## config.mk

```make
export PLATFORM = sky130hd
export DESIGN_NAME = hta_queue
export DESIGN_NICKNAME = d
export VERILOG_FILES = /design/src/hta_pkg.sv /design/src/hta_queue.sv
export SDC_FILE = /design/constraint.sdc
export NUM_CORES = 1
export LEC_CHECK = 0
export BUFFER_PORTS_ARGS = -buffer_cell sky130_fd_sc_hd__buf_2
export CAP_MARGIN = 30
export CORE_ASPECT_RATIO = 1.75
export CORE_MARGIN = 2
export CORE_UTILIZATION = 45
export CTS_BUF_LIST = sky130_fd_sc_hd__clkbuf_4
export DETAILED_ROUTE_END_ITERATION = 16
export HOLD_SLACK_MARGIN = 0.1
export PLACE_DENSITY = 0.7
export SLEW_MARGIN = 10
export SYNTH_ARGS = -nofsm -noshare
export SYNTH_HDL_FRONTEND = slang
export SYNTH_SLANG_ARGS = --single-unit
```

## constraint.sdc

```tcl
create_clock -name clock -period 11.35 [get_ports clock]
set_clock_uncertainty 0.2 [all_clocks]
set_input_delay 3.405 -clock clock [delete_from_list [all_inputs] [get_ports clock]]
set_output_delay 3.405 -clock clock [all_outputs]
set_load 0.005 [all_outputs]
```

## src/hta_pkg.sv

```systemverilog
// ----------------------------------------------------------------------------
// hta_pkg
// Shared types and codes for the host traffic accounting table.
// ----------------------------------------------------------------------------
package hta_pkg;

   // request modes
   localparam logic [1:0] MODE_PKT   = 2'd0;
   localparam logic [1:0] MODE_READ  = 2'd1;
   localparam logic [1:0] MODE_FLUSH = 2'd2;

   // result status codes
   localparam logic [2:0] ST_SRC       = 3'd0;
   localparam logic [2:0] ST_DST       = 3'd1;
   localparam logic [2:0] ST_NOT_LOCAL = 3'd2;
   localparam logic [2:0] ST_FULL      = 3'd3;
   localparam logic [2:0] ST_READ      = 3'd4;
   localparam logic [2:0] ST_FLUSHED   = 3'd5;

   // configuration register indexes
   localparam logic [2:0] CSR_NETS_IN_USE = 3'd0;
   localparam logic [2:0] CSR_NET_FIRST   = 3'd1;
   localparam logic [2:0] CSR_NET_LAST    = 3'd5;

   localparam int NET_REGS  = 5;
   localparam int NET_W     = 38;
   localparam int MIN_PLEN  = 8;
   localparam int MAX_PLEN  = 32;

   // classified job handed from front to back
   typedef struct packed {
      logic [1:0]  mode;
      logic [2:0]  status;
      logic        seq_gap;
      logic [31:0] addr;
      logic [15:0] total_length;
      logic [31:0] timestamp;
      logic [4:0]  read_index;
   } job_type;

   // per-entry counters and stamps
   typedef struct packed {
      logic [63:0] src_packets;
      logic [63:0] src_bytes;
      logic [63:0] dst_packets;
      logic [63:0] dst_bytes;
      logic [31:0] first_stamp;
      logic [31:0] last_stamp;
   } entry_type;

   // one result
   typedef struct packed {
      logic [2:0]  status;
      logic        seq_gap;
      logic        entry_valid;
      logic [4:0]  entry_index;
      logic [31:0] host_addr;
      entry_type   data;
   } rsp_type;

   // address match against one packed prefix register
   function automatic logic prefix_hit(input logic [31:0] addr,
                                       input logic [NET_W-1:0] net);
      logic [5:0]  plen;
      logic [31:0] mask;
      plen = net[37:32];
      if (plen < 6'(MIN_PLEN)) plen = 6'(MIN_PLEN);
      if (plen > 6'(MAX_PLEN)) plen = 6'(MAX_PLEN);
      if (plen == 6'(MAX_PLEN)) mask = '1;
      else mask = ~(32'hFFFF_FFFF >> plen);
      return (addr & mask) == (net[31:0] & mask);
   endfunction

endpackage

```

## src/hta_queue.sv

```systemverilog
// ----------------------------------------------------------------------------
// hta_queue
// Two-entry job queue between front and back.
// ----------------------------------------------------------------------------
module hta_queue
   import hta_pkg::*;
(
   input  logic    clock,
   input  logic    reset,
   input  logic    push,
   input  job_type push_job,
   output logic    full,
   input  logic    pop,
   output logic    not_empty,
   output job_type head
);

   job_type    slot_ff [2];
   logic       wr_ff, wr_in, rd_ff, rd_in;
   logic [1:0] cnt_ff, cnt_in;

   assign full      = (cnt_ff == 2'd2);
   assign not_empty = (cnt_ff != 2'd0);
   assign head      = slot_ff[rd_ff];

   // pointer and count update
   always_comb begin
      wr_in  = wr_ff ^ push;
      rd_in  = rd_ff ^ pop;
      cnt_in = cnt_ff + 2'(push) - 2'(pop);
   end

   always_ff @(posedge clock) begin
      if (reset) begin
         wr_ff  <= 1'b0;
         rd_ff  <= 1'b0;
         cnt_ff <= '0;
      end else begin
         wr_ff  <= wr_in;
         rd_ff  <= rd_in;
         cnt_ff <= cnt_in;
      end
   end

   always_ff @(posedge clock) begin
      if (push) slot_ff[wr_ff] <= push_job;
   end

endmodule

```

==> out/results.ini <==
[synth]
netlist.top_cell.by_area = edfxtp_1
syn_area_um2 = 7170
ys_seq_area_frac = 0.773
synth_cell_types = 14
synthCells = 302
syn_avg_cell_area_um2 = 23.7
ys_async_sr_fraction = 0
syn_nets = 401
synth_top_area_share = 0.762
synthTopCellsByArea = edfxtp_1 76%, mux2_4 17%, buf_12 2.2%
synth.top_cells.by_count = 182 x edfxtp_1, 80 x mux2_4, 11 x mux2_2, 8 x buf_12
synth_top_flop_cell = edfxtp_1
synth_edf_count = 182
synthMostInstantiatedCell = edfxtp_1
yosysWarnings = 0
synth_seq_cells = 186

[detailed_routing]
wl_mm = 13.0
vias = 3434
first_iter_violations = 140
ant_nets = 0
drt_drc_violations_left = 0
drt-wirelength-per-cell_um = 18.3
post_drt_via_cell_ratio = 4.84
drt-pass1-iter-count = 4

[finish]
fin_cells = 709
nets = 601
syn_to_final_growth_pct = 18.9
fin_area_um2 = 8530
final_layout_size_suffix_gt1_frac = 0.617
nFillCells = 1291

[place]
dpl.hpwl_mm = 8.71
dp.cells = 672
place_ws_ns = 5.58
port-buffer-count = 187
gp_congestion = 0.761
place_area_um2 = 8240

[timing]
finalSetupTns_ns = 0
fin_crit_ns = 6.25
min_period_over_period = 0.551
hold_viol_final = 0
tightest_slew_ns = 0.898
rsz0062_at_grt = no
setup_slack_ns = 5.10
fmax_mhz = 160
drv_slew = 0
slew-limit-headroom = 0.402
setup_viol = 0

[global_routing]
grt_max_degree = 64
grt_pass1_vias = 3631
grt.total_usage = 0.148
overflow = 0
antenna_found_initial = 6
grt_pass1_wl_mm = 18.5

[power]
peakVddDrop_mv = 0.0904
power.leakage_nw = 3.35
total_power_mw = 1.34
p_per_area_nw_per_um2 = 157

[min_path]
hold_path.class = reg -> reg
hold_start = wr_ff
min_path_cells = 3
whs_endpoint = wr_ff

[cts]
cts_setup_buffers = 0
cts_root_buffer = clkbuf_4
cts_resized = 0
clock_sinks = 186
cts_tree = built
cts_hold_buf = 0
worstSkewPairLatency_ns = 0.52
clk_pin_slew_worst_paths_ns = 0.13
htreeDepth = 4
clockBufferDepth = 2
cts_made_buffers = 17

[status]
status = completed

[floorplanning]
coreArea_um2 = 15700
rows = 61
die_w_um = 99.4
fp.dieArea_um2 = 17000
initial_utilization = 0.456
ioPinCount = 188
die_h_um = 171

[critical_path]
cp-start-kind = flop
crit_fanout = 32
crit_slowest_cell = dfxtp_4
critPathMaxStageDelay_ns = 0.72
worstSetupPathType = reg -> out
ff2ff_path_depth = 2
cp_cell_sequence = buf_4 > buf_12 > mux2_4 > buf_2
cp.arrival_ns = 2.65
regToRegSetupSlack_ns = 9.10
cp-end-kind = primary output
r2r-end = slot_ff[1][89]
reg2reg_from = wr_ff
crit_required_ns = 7.75

[run]
maxCapViolations = 0

==> cells in the final DEF (no fill, tap or decap), drive strengths merged <==
| master | netlist | final |
|---|---|---|
| buf | 10 | 191 |
| edfxtp | 182 | 182 |
| mux2 | 91 | 91 |
| clkbuf | 0 | 19 |
| inv | 3 | 9 |
| diode | 0 | 5 |
| clkinvlp | 0 | 5 |
| dfxtp | 4 | 4 |
| ha | 4 | 4 |
| nor2 | 3 | 3 |
| nor2b | 2 | 2 |
| or2 | 1 | 1 |
| xnor2 | 1 | 1 |
| xnor3 | 1 | 1 |
| bufinv | 0 | 1 |
| clkinv | 0 | 1 |
==> layer usage <==
metal	vias to the layer above	wire [µm]	global-route usage
met5	-	21	0
met4	4	588	0.0953
met3	35	735	0.0437
met2	131	7200	0.258
met1	1665	4440	0.153
li1	1599	-	-
==> where the power goes <==
group | internal [mW] | switching [mW]
logic | 0.0990 | 0.0737
registers | 0.801 | 0.0167
clock network | 0.120 | 0.229
total | 1.02 | 0.319
==> registers in the layout, summed over array words and instances, names as in the netlist <==
signal / flops
slot_ff: 182
cnt_ff: 2
rd_ff: 1
wr_ff: 1
==> cell type report <==
cell class,count,area [µm²],share of cell area
sequential,186,5550,0.651
multi-input combinational,103,1460,0.171
timing repair buffer,191,978,0.115
tap,189,236,0.0277
clock buffer,19,143,0.0167
clock inverter,13,134,0.0157
antenna,5,12.5,0.00147
inverter,3,11.3,0.00132
==> critical path: cells and delay by family, from the launching register on <==
kind | cells | cell delay [ns]
buf+inv | 3 | 1.03
flops | 1 | 0.72
mux | 1 | 0.33
==> through the flow <==
| stage | hold slack (ns) | util |
|---|---|---|
| 2_1_floorplan | 0.319 | - |
| 4_1_cts | 0.426 | 0.541 |
| 3_5_place_dp | 0.407 | 0.524 |
| 3_3_place_gp | 0.393 | 0.523 |
| 5_1_grt | 0.439 | 0.542 |
| 6_report | 0.419 | 0.542 |
==> cells by family after synthesis <==
| logic type | count (synthesis) | share of synthesized area |
|---|---|---|
| XOR/XNOR | 2 | 0.00436 |
| flip-flops | 186 | 0.773 |
| buffers and inverters | 13 | 0.0262 |
| multiplexers | 91 | 0.185 |
| AND/OR/NAND/NOR | 6 | 0.00419 |
| adder cells (fa/ha/maj) | 4 | 0.00698 |
==> worst max path at each step <==
stage / to / slack, ns / depth (start not counted) / from
floorplan: slot_ff[0][0] / 5.12 / 1 / push
global placement: head[17] / 5.55 / 3 / rd_ff
detailed placement: head[25] / 5.58 / 4 / rd_ff
CTS: head[25] / 4.94 / 4 / rd_ff
global route: head[25] / 4.88 / 4 / rd_ff
finish: head[47] / 5.10 / 4 / rd_ff
Power figures use the tool's default switching activity.
