### src/hta_pkg.sv
// ----------------------------------------------------------------------------
// hta_pkg
// Shared types and codes for the host traffic accounting table.
// ----------------------------------------------------------------------------
package hta_pkg;

   // request modes
   localparam logic [1:0] MODE_PKT   = 2'd0;
   localparam logic [1:0] MODE_READ  = 2'd1;
   localparam logic [1:0] MODE_FLUSH = 2'd2;

   // result status codes
   localparam logic [2:0] ST_SRC       = 3'd0;
   localparam logic [2:0] ST_DST       = 3'd1;
   localparam logic [2:0] ST_NOT_LOCAL = 3'd2;
   localparam logic [2:0] ST_FULL      = 3'd3;
   localparam logic [2:0] ST_READ      = 3'd4;
   localparam logic [2:0] ST_FLUSHED   = 3'd5;

   // configuration register indexes
   localparam logic [2:0] CSR_NETS_IN_USE = 3'd0;
   localparam logic [2:0] CSR_NET_FIRST   = 3'd1;
   localparam logic [2:0] CSR_NET_LAST    = 3'd5;

   localparam int NET_REGS  = 5;
   localparam int NET_W     = 38;
   localparam int MIN_PLEN  = 8;
   localparam int MAX_PLEN  = 32;

   // classified job handed from front to back
   typedef struct packed {
      logic [1:0]  mode;
      logic [2:0]  status;
      logic        seq_gap;
      logic [31:0] addr;
      logic [15:0] total_length;
      logic [31:0] timestamp;
      logic [4:0]  read_index;
   } job_type;

   // per-entry counters and stamps
   typedef struct packed {
      logic [63:0] src_packets;
      logic [63:0] src_bytes;
      logic [63:0] dst_packets;
      logic [63:0] dst_bytes;
      logic [31:0] first_stamp;
      logic [31:0] last_stamp;
   } entry_type;

   // one result
   typedef struct packed {
      logic [2:0]  status;
      logic        seq_gap;
      logic        entry_valid;
      logic [4:0]  entry_index;
      logic [31:0] host_addr;
      entry_type   data;
   } rsp_type;

   // address match against one packed prefix register
   function automatic logic prefix_hit(input logic [31:0] addr,
                                       input logic [NET_W-1:0] net);
      logic [5:0]  plen;
      logic [31:0] mask;
      plen = net[37:32];
      if (plen < 6'(MIN_PLEN)) plen = 6'(MIN_PLEN);
      if (plen > 6'(MAX_PLEN)) plen = 6'(MAX_PLEN);
      if (plen == 6'(MAX_PLEN)) mask = '1;
      else mask = ~(32'hFFFF_FFFF >> plen);
      return (addr & mask) == (net[31:0] & mask);
   endfunction

endpackage

### src/hta_front.sv
// ----------------------------------------------------------------------------
// hta_front
// Holds configuration, classifies requests against local prefixes and
// checks the log sequence.
// ----------------------------------------------------------------------------
module hta_front
   import hta_pkg::*;
#(
   parameter int MAX_LOCAL_NETS = 5
) (
   input  logic              clock,
   input  logic              reset,
   input  logic              csr_write_en,
   input  logic [2:0]        csr_index,
   input  logic [NET_W-1:0]  csr_wdata,
   input  logic              in_valid,
   output logic              in_ready,
   input  logic [1:0]        in_mode,
   input  logic [31:0]       in_src_addr,
   input  logic [31:0]       in_dst_addr,
   input  logic [15:0]       in_total_length,
   input  logic [31:0]       in_timestamp,
   input  logic [31:0]       in_log_seq,
   input  logic [4:0]        in_read_index,
   output logic              push,
   output job_type           push_job,
   input  logic              q_full
);

   logic [2:0]       nets_ff, nets_in;
   logic [NET_W-1:0] net_ff [NET_REGS];
   logic [31:0]      exp_seq_ff, exp_seq_in;
   logic             accept;
   logic [2:0]       n_used;
   logic             found;
   logic [2:0]       cls_status;
   logic [31:0]      cls_addr;

   assign in_ready = !q_full;
   assign accept   = in_valid && in_ready;

   // configuration writes
   always_comb begin
      nets_in = nets_ff;
      if (csr_write_en && csr_index == CSR_NETS_IN_USE) nets_in = csr_wdata[2:0];
   end

   always_ff @(posedge clock) begin
      if (reset) begin
         nets_ff <= '0;
         for (int k = 0; k < NET_REGS; k++) net_ff[k] <= '0;
      end else begin
         nets_ff <= nets_in;
         for (int k = 0; k < NET_REGS; k++) begin
            if (csr_write_en && csr_index == 3'(k + 1)) net_ff[k] <= csr_wdata;
         end
      end
   end

   // first hit over the active prefixes, source before destination per prefix
   always_comb begin
      n_used = (nets_ff > 3'(MAX_LOCAL_NETS)) ? 3'(MAX_LOCAL_NETS) : nets_ff;
      found = 1'b0;
      cls_status = ST_NOT_LOCAL;
      cls_addr = '0;
      for (int k = 0; k < MAX_LOCAL_NETS; k++) begin
         if (!found && 3'(k) < n_used) begin
            if (prefix_hit(in_src_addr, net_ff[k])) begin
               found = 1'b1;
               cls_status = ST_SRC;
               cls_addr = in_src_addr;
            end else if (prefix_hit(in_dst_addr, net_ff[k])) begin
               found = 1'b1;
               cls_status = ST_DST;
               cls_addr = in_dst_addr;
            end
         end
      end
   end

   // job toward the back, unused mode is dropped
   always_comb begin
      push_job.mode         = in_mode;
      push_job.status       = cls_status;
      push_job.seq_gap      = (in_log_seq != exp_seq_ff);
      push_job.addr         = cls_addr;
      push_job.total_length = in_total_length;
      push_job.timestamp    = in_timestamp;
      push_job.read_index   = in_read_index;
      push = accept && (in_mode == MODE_PKT || in_mode == MODE_READ ||
                        in_mode == MODE_FLUSH);
      exp_seq_in = exp_seq_ff;
      if (accept && in_mode == MODE_PKT) exp_seq_in = in_log_seq + 32'd1;
   end

   always_ff @(posedge clock) begin
      if (reset) exp_seq_ff <= '0;
      else exp_seq_ff <= exp_seq_in;
   end

endmodule

### config.mk
export PLATFORM = sky130hd
export DESIGN_NAME = hta_front
export DESIGN_NICKNAME = d
export VERILOG_FILES = /design/src/hta_pkg.sv /design/src/hta_front.sv
export SDC_FILE = /design/constraint.sdc
export NUM_CORES = 1
export LEC_CHECK = 0
export BUFFER_PORTS_ARGS = -buffer_cell sky130_fd_sc_hd__buf_2
export CAP_MARGIN = 20
export CORE_MARGIN = 5
export CORE_UTILIZATION = 45
export DETAILED_ROUTE_END_ITERATION = 10
export HOLD_SLACK_MARGIN = 0.06
export PLACE_DENSITY = 0.67
export RECOVER_POWER = 100
export SYNTH_ARGS = -nofsm -noshare
export SYNTH_HDL_FRONTEND = slang
export SYNTH_SLANG_ARGS = --single-unit
export TNS_END_PERCENT = 1
### constraint.sdc
create_clock -name clock -period 3.8 [get_ports clock]
set_input_delay 0.19 -clock clock [delete_from_list [all_inputs] [get_ports clock]]
set_output_delay 0.19 -clock clock [all_outputs]
set_load 0.02 [all_outputs]
==> metrics <==
status finished, violations left; failing checks max-capacitance violations, max-slew violations, negative setup slack; Post-Layout Cell Count 2318; Hold Crit Class input port to register; Post-layout nets roughly 2000; Syn. warnings 0; Layout area overhead 20.1%; IO Port Bufs between 150 and 200; Crit Path Max Fanout 7; count of different cell masters after synthesis 84; RSZ-0062 raised after global routing true; EDFF count, synth 190; first-pass GRT wire length just over 90000 um; PD cells between 300 and 400 nW/um^2; Slowest cell on crit path or4b_4; Row Count between 60 and 70; DIE WIDTH 199 um; IO Count 290; Overall Power around 7.5 mW; routed vias 14400; crit end category output port; post-route setup slack -0.509 ns; CP arrival just over 4 ns; Slew Limit Headroom -38.8%; clock sinks roughly 230; layout cells sized above 1 25.6%; Primary FF master, synth edfxtp_1; Max Cap Viol 3; Post-Route Skew 0 ns; root buf cell clkbuf_16; fin crit share 113%; vias in the first global route 14200; initial antenna violation count 2; Worst path max stage delay around 0.47 ns; effective utilization at floorplan between 40% and 50%; fin util roughly 55%; Yosys top cell by area edfxtp_1; CP Launch Type register; Final Hold Vio Count 0; wire length per cell 27.9 um; Mapped Area 16100 um^2; CORE AREA 35500 um^2; multi-input logic area approximately 8700 um^2; vias per std cell around 6.2; number of remaining DRC errors 0; worst vdd ir between 300 and 400 uV; largest net degree at the start of global routing 64; gpl congestion between 1 and 1.5; clock slew at reported path FFs about 0.06 ns; fill count around 3200; die footprint 39700 um^2; Syn Nets roughly 1900; asr flop ratio synth 0%; Syn Area/Cell about 10 um^2; All-Layer GR Usage between 30% and 40%; H-tree lvl count 1; CP required ~3.6 ns; Hold WS approximately 0.074 ns; DRT antenna net count 0; Final setup viols 34; initial drt markers 1785; Syn Inst Count 1654; Max Transition Viols Final roughly 110; Remaining Overflow, GRT 0; Area contributors post-synth edfxtp_1 35%, xnor2_1 13%, xor2_1 7.2%; Worst-Skew Late Latency 0.53 ns; post-placement cell count around 2200; Synth Register Bits roughly 230; Synth top area share a little over a third; pin slew with the least headroom to its limit about 2.1 ns; register area share after synthesis ~40%; dpl hpwl between 40000 and 50000 um; kind of critical path register to output port; Final min period between 4 and 5 ns; CTS buffer count 26; Die Ht approximately 200 um; final setup TNS -14.45 ns; DR pass1 iterations 6; LEAKAGE about 6.7 nW; final wirelength around 65000 um; Register Area 6410 um^2; fmax around 230 MHz; CTS Buffer Depth 3; CTS tree yes; ANT cells 0; CP cell instances buf_4 -> a21oi_2 -> o22ai_1 -> a2111oi_4 -> nand3_2 -> nor4_4 -> buf_4 -> or4b_4 -> nor3_4 -> buf_6 -> buf_12 -> a22oi_2 -> o21ai_2 -> buf_6
[area by class of cell]
type | instances | area share [%]
multi-input cells | 1198 | 45.0
flip-flops and latches | 225 | 33.1
repair buffers | 360 | 13.6
clock buffers | 32 | 3.75
well taps | 461 | 2.98
clock inverters | 16 | 1.01
inverters | 26 | 0.504
[cell usage after synthesis, types with 6 or more instances]
cell,count
nand4_1,33
o221ai_1,6
or3_1,15
xnor2_1,244
a21oi_1,118
dfxtp_1,35
a211oi_1,31
nor2_1,94
buf_4,59
a2111oi_0,7
nand3_1,31
inv_1,26
a31oi_1,48
o211ai_1,13
o22ai_1,28
nand2_1,38
a311oi_1,6
edfxtp_1,190
buf_2,83
nor4_1,28
a21o_1,10
nand2b_1,18
a22oi_2,30
and3_1,11
or2_2,7
xor2_1,132
o21ai_0,58
and2_1,43
clkbuf_1,54
o21ai_2,31
nor3_1,16
or4_1,8
[cell usage in the layout, fill, tap and decap left out, types with 34 or more instances in the layout]
cell | synthesis | routed
a21oi_1 | 118 | 116
a31oi_1 | 48 | 46
and2_0 | 1 | 40
buf_2 | 83 | 144
buf_4 | 59 | 125
buf_6 | 5 | 34
dfxtp_1 | 35 | 35
edfxtp_1 | 190 | 190
nand2_1 | 38 | 38
nor2_1 | 94 | 92
o21ai_0 | 58 | 56
xnor2_1 | 244 | 244
xor2_1 | 132 | 132
[registers in the layout, summed over array words and instances (netlist names)]
register / count
exp_seq_ff: 32
net_ff: 190
nets_ff: 3
[power breakdown]
group          leakage, nW  switching, mW  total (mW)  internal, mW
Clock                0.447           1.10        2.73          1.63
Combinational         4.14          0.998        1.66         0.666
Sequential            2.13          0.182        3.07          2.88
Total                 6.71           2.28        7.46          5.18
[metal layers]
metal | part of all wire (%) | vias to the layer above | global-route usage, %
met5 | 0.011 | - | 0
met4 | 6.5 | 2 | 15.9
met3 | 11 | 229 | 6.64
met1 | 39 | 6929 | 42.2
met2 | 44 | 931 | 47.9
li1 | - | 6306 | -
[worst max-delay path, delay by kind of cell, from the launching register on]
| kind | cells | cell delay [ns] |
|---|---|---|
| AOI/OAI and AO/OA | 5 | 1.02 |
| and+or+nand+nor | 4 | 1.21 |
| buffers and inverters | 5 | 0.88 |
| DFF | 1 | 0.45 |
[per-stage QoR]
step | area [um^2] | worst slack [ns]
finish | 19400 | -0.509
global route | 19400 | -0.611
detailed placement | 17500 | -0.117
CTS | 19200 | -0.430
global placement | 17500 | -0.0745
floorplan | 16100 | 0.714
[worst paths after layout]
kind / from / to / slack [ns] / cells after the start
max: net_ff[0][188] / push_job[70] / -0.51 / 14
min: in_log_seq[21] / exp_seq_ff[21] / 0.07 / 3
max reg2reg: nets_ff[2] / nets_ff[2] / 2.82 / 4
min reg2reg: exp_seq_ff[12] / exp_seq_ff[12] / 0.51 / 2
[cells by family after synthesis]
logic type	Yosys count	share of synthesized area, %
compound gates	451	19.6
xor+xnor	376	20.4
fa+ha+maj	1	0.0776
buf+inv	231	7.65
flops	225	39.7
mux	3	0.186
other cells	1	0.0233
simple gates	366	12.3
[timing repair]
| item | in CTS | in global routing |
|---|---|---|
| setup endpoints to repair | 34 | 34 |
| setup buffers | 17 | 6 |
| pin swaps | 24 | 15 |
| endpoints found under the hold margin | 49 | 0 |
| resized for setup | 68 | 41 |
| hold buffers | 33 | 0 |
| gates cloned | 1 | 0 |
(Power assumes the default switching activity.)
